===== src/rtl/bpa_pkg.sv =====
// Shared types and constants for the buddy page allocator.
`timescale 1ns / 1ps

package bpa_pkg;

    // Fixed field widths
    localparam int KIND_W   = 2;
    localparam int ORDER_W  = 4;
    localparam int STATUS_W = 2;
    localparam int CFG_W    = 5;
    // Working order register: must reach the order count itself (up to 16)
    localparam int ORD_W    = 5;

    localparam logic [CFG_W-1:0] TOP_BLOCK_COUNT_RST = 5'd16;

    // Transaction kinds
    localparam logic [KIND_W-1:0] KIND_ALLOC = 2'd0;
    localparam logic [KIND_W-1:0] KIND_FREE  = 2'd1;
    localparam logic [KIND_W-1:0] KIND_INIT  = 2'd2;
    // Unused kind: no state change, answers done with page zero
    localparam logic [KIND_W-1:0] KIND_RSVD  = 2'd3;

    // Result status codes
    localparam logic [STATUS_W-1:0] ST_OK    = 2'd0;
    localparam logic [STATUS_W-1:0] ST_OOM   = 2'd1;
    localparam logic [STATUS_W-1:0] ST_RANGE = 2'd2;

    // Controller states
    typedef enum logic [3:0] {
        S_CLEAR,
        S_IDLE,
        S_DISPATCH,
        S_SWEEP,
        S_SEARCH,
        S_U_RD,
        S_U_LINK,
        S_U_CLR,
        S_T_RD,
        S_T_WR,
        S_P1,
        S_P2,
        S_I_CHK,
        S_FINISH
    } t_state;

    // Datapath commands
    typedef enum logic [3:0] {
        DP_NOP,
        DP_LOAD,
        DP_INIT_CLR,
        DP_SWEEP,
        DP_SEARCH,
        DP_UNLINK_RD,
        DP_UNLINK_LINK,
        DP_UNLINK_CLR,
        DP_TOG_RD,
        DP_TOG_WR,
        DP_PUSH1,
        DP_PUSH2,
        DP_INIT_SETUP,
        DP_DONE
    } t_dp_op;

    // Datapath status back to the controller
    typedef struct packed {
        logic [KIND_W-1:0] kind;
        logic              bad;
        logic              hit;
        logic              at_end;
        logic              at_target;
        logic              merge_ok;
        logic              sweep_last;
        logic              init_done;
    } t_dp_stat;

endpackage


===== src/rtl/bpa_ctrl.sv =====
// Controller state machine sequencing the allocator datapath.
`timescale 1ns / 1ps

module bpa_ctrl (
    input  logic              i_clk,
    input  logic              i_rst_n,
    input  logic              i_start,
    output logic              o_busy,
    input  bpa_pkg::t_dp_stat i_stat,
    output bpa_pkg::t_dp_op   o_op
);

    bpa_pkg::t_state r_state;
    bpa_pkg::t_state n_state;

    // Hold state
    always_ff @(posedge i_clk) begin
        if (!i_rst_n) begin
            r_state <= bpa_pkg::S_CLEAR;
        end else begin
            r_state <= n_state;
        end
    end

    // Advance state and issue commands
    always_comb begin
        n_state = r_state;
        o_op    = bpa_pkg::DP_NOP;
        o_busy  = 1'b1;
        case (r_state)
            bpa_pkg::S_CLEAR: begin
                o_op = bpa_pkg::DP_SWEEP;
                if (i_stat.sweep_last) begin
                    n_state = bpa_pkg::S_IDLE;
                end
            end
            bpa_pkg::S_IDLE: begin
                o_busy = 1'b0;
                if (i_start) begin
                    o_op    = bpa_pkg::DP_LOAD;
                    n_state = bpa_pkg::S_DISPATCH;
                end
            end
            bpa_pkg::S_DISPATCH: begin
                if (i_stat.bad) begin
                    n_state = bpa_pkg::S_FINISH;
                end else if (i_stat.kind == bpa_pkg::KIND_ALLOC) begin
                    n_state = bpa_pkg::S_SEARCH;
                end else if (i_stat.kind == bpa_pkg::KIND_FREE) begin
                    n_state = bpa_pkg::S_T_RD;
                end else if (i_stat.kind == bpa_pkg::KIND_INIT) begin
                    o_op    = bpa_pkg::DP_INIT_CLR;
                    n_state = bpa_pkg::S_SWEEP;
                end else begin
                    n_state = bpa_pkg::S_FINISH;
                end
            end
            bpa_pkg::S_SWEEP: begin
                o_op = bpa_pkg::DP_SWEEP;
                if (i_stat.sweep_last) begin
                    n_state = bpa_pkg::S_I_CHK;
                end
            end
            bpa_pkg::S_SEARCH: begin
                o_op = bpa_pkg::DP_SEARCH;
                if (i_stat.hit) begin
                    n_state = bpa_pkg::S_U_RD;
                end else if (i_stat.at_end) begin
                    n_state = bpa_pkg::S_FINISH;
                end
            end
            bpa_pkg::S_U_RD: begin
                o_op    = bpa_pkg::DP_UNLINK_RD;
                n_state = bpa_pkg::S_U_LINK;
            end
            bpa_pkg::S_U_LINK: begin
                o_op    = bpa_pkg::DP_UNLINK_LINK;
                n_state = bpa_pkg::S_U_CLR;
            end
            bpa_pkg::S_U_CLR: begin
                o_op    = bpa_pkg::DP_UNLINK_CLR;
                n_state = bpa_pkg::S_T_RD;
            end
            bpa_pkg::S_T_RD: begin
                o_op    = bpa_pkg::DP_TOG_RD;
                n_state = bpa_pkg::S_T_WR;
            end
            bpa_pkg::S_T_WR: begin
                o_op = bpa_pkg::DP_TOG_WR;
                if (i_stat.kind == bpa_pkg::KIND_ALLOC) begin
                    n_state = i_stat.at_target ? bpa_pkg::S_FINISH : bpa_pkg::S_P1;
                end else begin
                    n_state = i_stat.merge_ok ? bpa_pkg::S_U_RD : bpa_pkg::S_P1;
                end
            end
            bpa_pkg::S_P1: begin
                o_op    = bpa_pkg::DP_PUSH1;
                n_state = bpa_pkg::S_P2;
            end
            bpa_pkg::S_P2: begin
                o_op = bpa_pkg::DP_PUSH2;
                if (i_stat.kind == bpa_pkg::KIND_ALLOC) begin
                    n_state = bpa_pkg::S_T_RD;
                end else if (i_stat.kind == bpa_pkg::KIND_FREE) begin
                    n_state = bpa_pkg::S_FINISH;
                end else begin
                    n_state = bpa_pkg::S_I_CHK;
                end
            end
            bpa_pkg::S_I_CHK: begin
                if (i_stat.init_done) begin
                    n_state = bpa_pkg::S_FINISH;
                end else begin
                    o_op    = bpa_pkg::DP_INIT_SETUP;
                    n_state = bpa_pkg::S_P1;
                end
            end
            bpa_pkg::S_FINISH: begin
                o_op    = bpa_pkg::DP_DONE;
                n_state = bpa_pkg::S_IDLE;
            end
            default: begin
                n_state = bpa_pkg::S_IDLE;
            end
        endcase
    end

endmodule


===== config.mk =====
export PLATFORM = sky130hd
export DESIGN_NAME = bpa_ctrl
export DESIGN_NICKNAME = d
export VERILOG_FILES = /design/src/rtl/bpa_pkg.sv /design/src/rtl/bpa_ctrl.sv
export SDC_FILE = /design/constraint.sdc
export NUM_CORES = 1
export LEC_CHECK = 0
export ABC_AREA = 1
export ABC_CLOCK_PERIOD_IN_PS = 3050
export BUFFER_PORTS_ARGS = -buffer_cell sky130_fd_sc_hd__buf_2
export CORE_AREA = 8 8 45 47
export CTS_CLUSTER_SIZE = 25
export DETAILED_ROUTE_END_ITERATION = 16
export DIE_AREA = 0 0 53 55
export PLACE_DENSITY = 0.7
export SYNTH_ARGS = -nofsm -noshare
export SYNTH_HDL_FRONTEND = slang
export SYNTH_SLANG_ARGS = --single-unit

===== constraint.sdc =====
create_clock -name i_clk -period 3.05 [get_ports i_clk]
set_input_delay 0.305 -clock i_clk [delete_from_list [all_inputs] [get_ports i_clk]]
set_output_delay 0.305 -clock i_clk [all_outputs]
set_load 0.1 [all_outputs]

==> run summary, run 1 <==
• 0 — Max-Cap Viols
• 2 — maximum buffer depth of the clock tree
• 1.62 mm — overall routed net length
• 8 — maximum net fanout on the critical path
• 326 ps — worst-case hold slack
• 0.276 — fraction of final layout cells with drive strength greater than 1
• 0 — XOR/XNOR share of the synthesized area
• 0 — endpoints failing setup
• 53 um — horizontal die dimension
• yes — TritonCTS clock tree
• nand2_1 — leading cell type in the layout, fill and taps excluded
• primary output — type of element capturing the critical path
• 0 — Post-CTS Setup Inserts
• 0.666 — Tcrit/Tclk final
• 2 — Buf+Inv Stages, Crit Path
• 0 — number of hold violations in the final report
• 4 — First-pass DRT Iterations
• 1 — depth of the CTS H-tree
• nand2_2 > clkinv_1 > nand2_1 > nand2_1 > a31oi_1 > o211ai_1 > buf_2 — ordered cell list for the critical path
• 0.209 — post-synth top area share
• r_state — register name with the most flops
• 0.677 — worst max-slew margin expressed relative to the limit
• 124 — net count of the mapped netlist
• 19.9% — Layout Area Growth over Synthesis
• 0.135 — fraction of the yosys area taken by sequential cells
• 230 ps — latest clock arrival within the worst-skew pair
• 40 ps — clock-pin transition on the worst setup and hold timing paths
• 55 um — floorplan die height
• 14 — number of rows created at floorplan
• 25 — Starting DRT DRC Count
• 0 — antenna viol nets, final
• 140 — total instance count after detailed placement
• 0 — number of warnings printed during yosys synthesis
• 109 — Syn Inst Count
• nand2_1 21%, dfxtp_1 14%, nor2_1 12%, inv_1 7.6%, ha_1 6.3% — cell types occupying the most area after synthesis
• 144 — Final #Nets
• 4 — sinks on the clock net
• clkbuf_4 — clock tree root driver cell
• simple AND/OR/NAND/NOR gates — largest family of logic cells by synthesized area
• 592 um2 — netlist area before placement
• 1150 nW/um2 — power per standard cell area
• nand2_1 — most frequent cell on the critical path
• 2920 um2 — Total Die Area
• register — Worst Setup Start Kind
• 33 x nand2_1, 19 x nor2_1, 16 x buf_2 — top library cells by usage in the layout, fill and taps aside
• 0 ps — setup TNS after final layout
• finished clean — outcome
• 0 — Hold Buf Count CTS
• 0.493 GHz — Max Freq
• 1290 ps — pre-CTS setup slack
• 0 — Residual DRC
• 0.0634 — synthesized-area fraction occupied by adder cells
• 1730 ps — worst endpoint data arrival time
• 0 — multiplexer area fraction after synthesis
• 0.890 — GP Congestion
• dfxtp_1 — Crit-path slowest cell
• 1.36 mm — half-perimeter wire length of the detailed placement result
• 11.3 um — average detailed-routed wire length per instance
• 0 — antenna diode count
• 22 — count of unique library cells instantiated by Yosys
• 720 — total number of vias
• 0 — Overflow after GRT
• 3.20 ps — final worst clock skew
• 0.110 — global router's overall resource usage
• 487 ps — measured slew at the worst slew-check pin
• r_state: 4 flops — Top Registers
• 615 uV — largest vdd supply drop
• 17 — number of placed I/O pins
• 2740 ps — required time of the critical path
• 1380 um2 — area of the placeable core
• 4 — flip-flop count of the largest register, all copies and words added
• 520 ps — Slowest Stage Delay on Critical Path
• 0 — post-CTS sizing
• 1020 ps — final worst slack
• 4 — flip-flop and latch count after synthesis
• nand2_1 — most area-hungry cell type in the Yosys netlist
• 0.428 — starting density of the core
• 0.114 — area fraction in compound gates after synthesis
• 16 — IO buf count
• 0.000404 uW — Leakage
• 2030 ps — time the worst path needs with I/O delays and setup
• 3 — number of buffers created by CTS
• buffers and inverters — cell class contributing the biggest share of worst-path delay
• 0 — number of antenna violations at the first check in global routing
• register to primary output — start-to-end type of the worst setup path
• 5.03 — routed via count divided by cell count
• no — unrepaired setup endpoints after global routing
• 2.57 mm — global-route wire length before repair
• 146 — number of filler cells placed in the layout
• 653 — number of global-route vias before repair
• 0 — count of final max-slew check failures
• 143 — final std cells w/o fill
• 0.564 — simple logic cell fraction of the synthesized area
• 9 — maximum number of pins on one net before global-route repair
• input pin to register — worst hold path type
• 5.43 um2 — average instance area after synthesis
metal layers:
layer / wire (um) / vias up / share of wire / GRT usage
met2: 768 / 24 / 0.48 / 0.195
li1: - / 378 / - / -
met5: 0 / - / 0 / 0
met3: 98 / 4 / 0.061 / 0.00802
met1: 738 / 314 / 0.46 / 0.140
met4: 10 / 0 / 0.0062 / 0.0302
worst paths after layout:
path                                start                 endpoint  slack [ps]  cells past startpoint
setup reg to reg  r_state[0]$_SDFFE_PN0P_  r_state[2]$_SDFFE_PN0P_        1730                      8
hold / removal                    i_rst_n  r_state[3]$_SDFFE_PN0P_         330                      3
setup / recovery  r_state[0]$_SDFFE_PN0P_                  o_op[0]        1020                      7
hold reg to reg   r_state[2]$_SDFFE_PN0P_  r_state[2]$_SDFFE_PN0P_         730                      4
logic make-up (layout without fill, tap and decap cells):
group           after synthesis  after routing
simple gates                 72             72
flops                         4              4
buf+inv                      19             37
fa+ha+maj                     3              3
compound gates               11             11
stage by stage:
step / cell area [um2] / util / power (uW)
2_1_floorplan: 592 / - / 644
3_5_place_dp: 687 / 0.496 / 744
6_report: 709 / 0.513 / 814
5_1_grt: 709 / 0.513 / 856
3_3_place_gp: 687 / 0.496 / 747
4_1_cts: 709 / 0.513 / 811
tightest hold or removal path, stage by stage:
cell    delay, ps
buf_2          70
inv_1          50
nor2_1         90
cell usage after synthesis:
cell type,n
nand3_1,4
o21ai_0,2
nand4_1,2
nand3_2,1
nor2_4,3
nand2_2,6
nand2_1,33
inv_1,12
nor2_1,19
buf_2,1
o21ai_1,1
nand3b_1,2
nor3_1,2
clkinv_1,2
o22ai_1,1
o211ai_1,1
o21ai_2,2
a21oi_1,3
inv_2,4
a31oi_1,1
ha_1,3
dfxtp_1,4
where the power goes:
group          leakage [uW]  internal, uW  switching [uW]
Combinational      0.000357           136             504
Sequential        0.0000327          69.7            39.3
Clock             0.0000138          44.0            21.7
final cells by class:
cell class / count / area, um2 / share of cell area
well taps: 16 / 20.0 / 0.0282
repair buffers: 16 / 80.1 / 0.113
inverters: 18 / 67.6 / 0.0952
multi-input cells: 86 / 439 / 0.619
flip-flops and latches: 4 / 80.1 / 0.113
clock buffers: 3 / 22.5 / 0.0317
Note: power is estimated with default switching activity, not from simulation.
==> run 2: changes to the inputs <==
--- a/config.mk
+++ b/config.mk
@@ -5,14 +5,14 @@
 export SDC_FILE = /design/constraint.sdc
 export NUM_CORES = 1
 export LEC_CHECK = 0
-export ABC_AREA = 1
-export ABC_CLOCK_PERIOD_IN_PS = 3050
+export ABC_AREA = 0
+export ABC_CLOCK_PERIOD_IN_PS = 1900
 export BUFFER_PORTS_ARGS = -buffer_cell sky130_fd_sc_hd__buf_2
 export CORE_AREA = 8 8 45 47
 export CTS_CLUSTER_SIZE = 25
 export DETAILED_ROUTE_END_ITERATION = 16
 export DIE_AREA = 0 0 53 55
-export PLACE_DENSITY = 0.7
+export PLACE_DENSITY = 0.71
 export SYNTH_ARGS = -nofsm -noshare
 export SYNTH_HDL_FRONTEND = slang
 export SYNTH_SLANG_ARGS = --single-unit
==> constraint.sdc (replaced) <==
create_clock -name i_clk -period 1.9 [get_ports i_clk]
set_input_delay 0.19 -clock i_clk [delete_from_list [all_inputs] [get_ports i_clk]]
set_output_delay 0.19 -clock i_clk [all_outputs]
set_load 0.1 [all_outputs]
==> run 2 against run 1 <==
  * Routed wire length increased by 2.6%
  * Final cell count decreased by 19%
  * Combinational power decreased by 74%
  * Sequential share of layout area decreased by 1.1 points
  * Count of clock-buffer cells in the layout unchanged
  * Worst setup slack got worse by 880 ps
  * Largest cell class unchanged
  * Cell area increased by 11%
  * Critical path depth decreased by 3
  * Sequential cell count unchanged
==> run summary, run 2 <==
• finished clean — outcome
• 2.66 mm — global-route wire length before repair
• 0 — Hold Buf Count CTS
• 462 nW/um2 — power per standard cell area
• 1.66 mm — overall routed net length
• 508 ps — measured slew at the worst slew-check pin
• 4 — flip-flop and latch count after synthesis
• 785 um2 — final cell area excluding filler cells
• 0.660 — worst max-slew margin expressed relative to the limit
• 0 — number of antenna violations at the first check in global routing
• 137 ps — final worst slack
• 1 — depth of the CTS H-tree
• 1.64 ps — final worst clock skew
• 30.9% — Layout Area Growth over Synthesis
• clkbuf_4 — clock tree root driver cell
• 7 x nand2_1, 7 x nor2_1, 6 x inv_1, 5 x a21oi_1, 5 x buf_2 — ranking of synthesized cells by instance count
• 40 ps — clock-pin transition on the worst setup and hold timing paths
• dfxtp_1 — Main synth FF type
• 53 um — horizontal die dimension
• 0 — antenna viol nets, final
• 21 — maximum number of pins on one net before global-route repair
• 0 — Overflow after GRT
• 680 — total number of vias
• 478 um2 — area of the multi-input gates
• 14.3 um — average detailed-routed wire length per instance
• 0 — number of hold violations in the final report
• 16 — IO buf count
• 362 uW — sum of internal, switching and leakage power
• 4 — sinks on the clock net
• 1760 ps — time the worst path needs with I/O delays and setup
• 0 — count of final max-slew check failures
• 5 — maximum net fanout on the critical path
• 17 — number of placed I/O pins
• 80.1 um2 — area occupied by registers
• r_state: 4 flops — Top Registers
• r_state — register name with the most flops
• 0 — Residual DRC
• yes — TritonCTS clock tree
• 0.567 — final core utilization
• 0.134 — post-synth top area share
• 646 — number of global-route vias before repair
• register — Worst Setup Start Kind
• 0.869 — GP Congestion
• 14 — number of rows created at floorplan
• 7.13 um2 — average instance area after synthesis
• 1.25 mm — half-perimeter wire length of the detailed placement result
• 37 — count of unique library cells instantiated by Yosys
• 0 — antenna diode count
• 0 — endpoints failing setup
• 0.310 — fraction of final layout cells with drive strength greater than 1
• 2 — maximum buffer depth of the clock tree
• 4 — First-pass DRT Iterations
• 1 — post-CTS sizing
• input pin to register — worst hold path type
• 282 uV — largest vdd supply drop
• dfxtp_1 13%, ha_1 6.3%, nand2_1 4.4%, nor2_1 4.4%, a21oi_1 4.2% — cell types occupying the most area after synthesis
• primary output — type of element capturing the critical path
• 130 — number of filler cells placed in the layout
• 0.928 — Tcrit/Tclk final
• 0.134 — fraction of the yosys area taken by sequential cells
• 0.567 GHz — Max Freq
• 599 um2 — netlist area before placement
• no — unrepaired setup endpoints after global routing
• 1710 ps — required time of the critical path
• 99 — net count of the mapped netlist
• 3 — number of buffers created by CTS
• 117 — Final #Nets
• 14 — Starting DRT DRC Count
• 759 um2 — DP Area
• 1380 um2 — area of the placeable core
• register to primary output — start-to-end type of the worst setup path
• 0 — number of enable flip-flop cells after synthesis
• 1570 ps — worst endpoint data arrival time
• 84 — Syn Inst Count
• 0 — proportion of register bits with asynchronous set or reset after synthesis
• 5.86 — routed via count divided by cell count
• 0.433 — starting density of the core
• 0 — Max-Cap Viols
• dfxtp_1 — most area-hungry cell type in the Yosys netlist
• 55 um — floorplan die height
• 223 ps — worst-case hold slack
• 4 — flip-flop count of the largest register, all copies and words added
• 0.000326 uW — Leakage
• 2920 um2 — Total Die Area
• 0 — number of warnings printed during yosys synthesis
• 240 ps — latest clock arrival within the worst-skew pair
• 275 ps — pre-CTS setup slack
• 0.119 — global router's overall resource usage
• 12 x buf_2, 7 x nor2_1, 6 x inv_1, 6 x nand2_1, 5 x buf_4 — top library cells by usage in the layout, fill and taps aside
• 0 — Post-CTS Setup Inserts
• buf_2 — leading cell type in the layout, fill and taps excluded
## run 2: cell count changes in the layout (fill, tap and decap cells not counted), sizes merged, moves of 3 or more
cell,change
nand2,-32
nor2,-15
inv,-9
nand3,-5
buf,+4
nand2b,+4
nor3b,+3
## run 2: where the power goes
part | total (uW) | internal (uW) | switching (uW)
Sequential | 88.5 | 87.3 | 1.23
Combinational | 166 | 55.0 | 111
Clock | 108 | 70.8 | 37.4
## run 2: kinds of logic after synthesis
logic type | share of synthesized area
buffers and inverters | 0.111
adder cells (fa/ha/maj) | 0.0626
AO/OA/AOI/OAI | 0.336
AND/OR/NAND/NOR | 0.332
multiplexers | 0.0250
flip-flops | 0.134
## run 2: final timing paths
| path | from | end | slack (ps) | cells past startpoint |
|---|---|---|---|---|
| hold reg to reg | r_state[3]$_SDFFE_PN0P_ | r_state[1]$_SDFFE_PN0P_ | 640 | 3 |
| setup reg to reg | r_state[0]$_SDFFE_PN0P_ | r_state[1]$_SDFFE_PN0P_ | 410 | 5 |
| hold / removal | i_rst_n | r_state[2]$_SDFFE_PN0P_ | 220 | 2 |
| setup / recovery | r_state[1]$_SDFFE_PN0P_ | o_op[0] | 140 | 4 |
## run 2: critical path, cell delays in order (launching register included)
cell and delay [ps]:
dfxtp_1 300, nor2_1 410, o22ai_1 200, a21oi_4 130, buf_4 290
## run 2: through the flow
| step | TNS [ps] | instances |
|---|---|---|
| after floorplan | -1410 | 84 |
| after global placement | 0 | 113 |
| after detailed placement | 0 | 113 |
| after CTS | 0 | 116 |
| after global routing | 0 | 116 |
| final | 0 | 116 |
## run 2: cell type report
type                    count  area share
clock buffers               3      0.0287
inverters                   7      0.0335
multi-input cells          66       0.609
flip-flops and latches      4       0.102
well taps                  16      0.0255
repair buffers             20       0.201
## run 2: metal layers
layer  GRT usage  vias to the layer above  routed length [um]
li1            -                      341                   -
met1       0.140                      319                 769
met2       0.203                       18                 807
met3      0.0428                        2                  61
met4      0.0259                        0                  19
met5           0                        -                   0
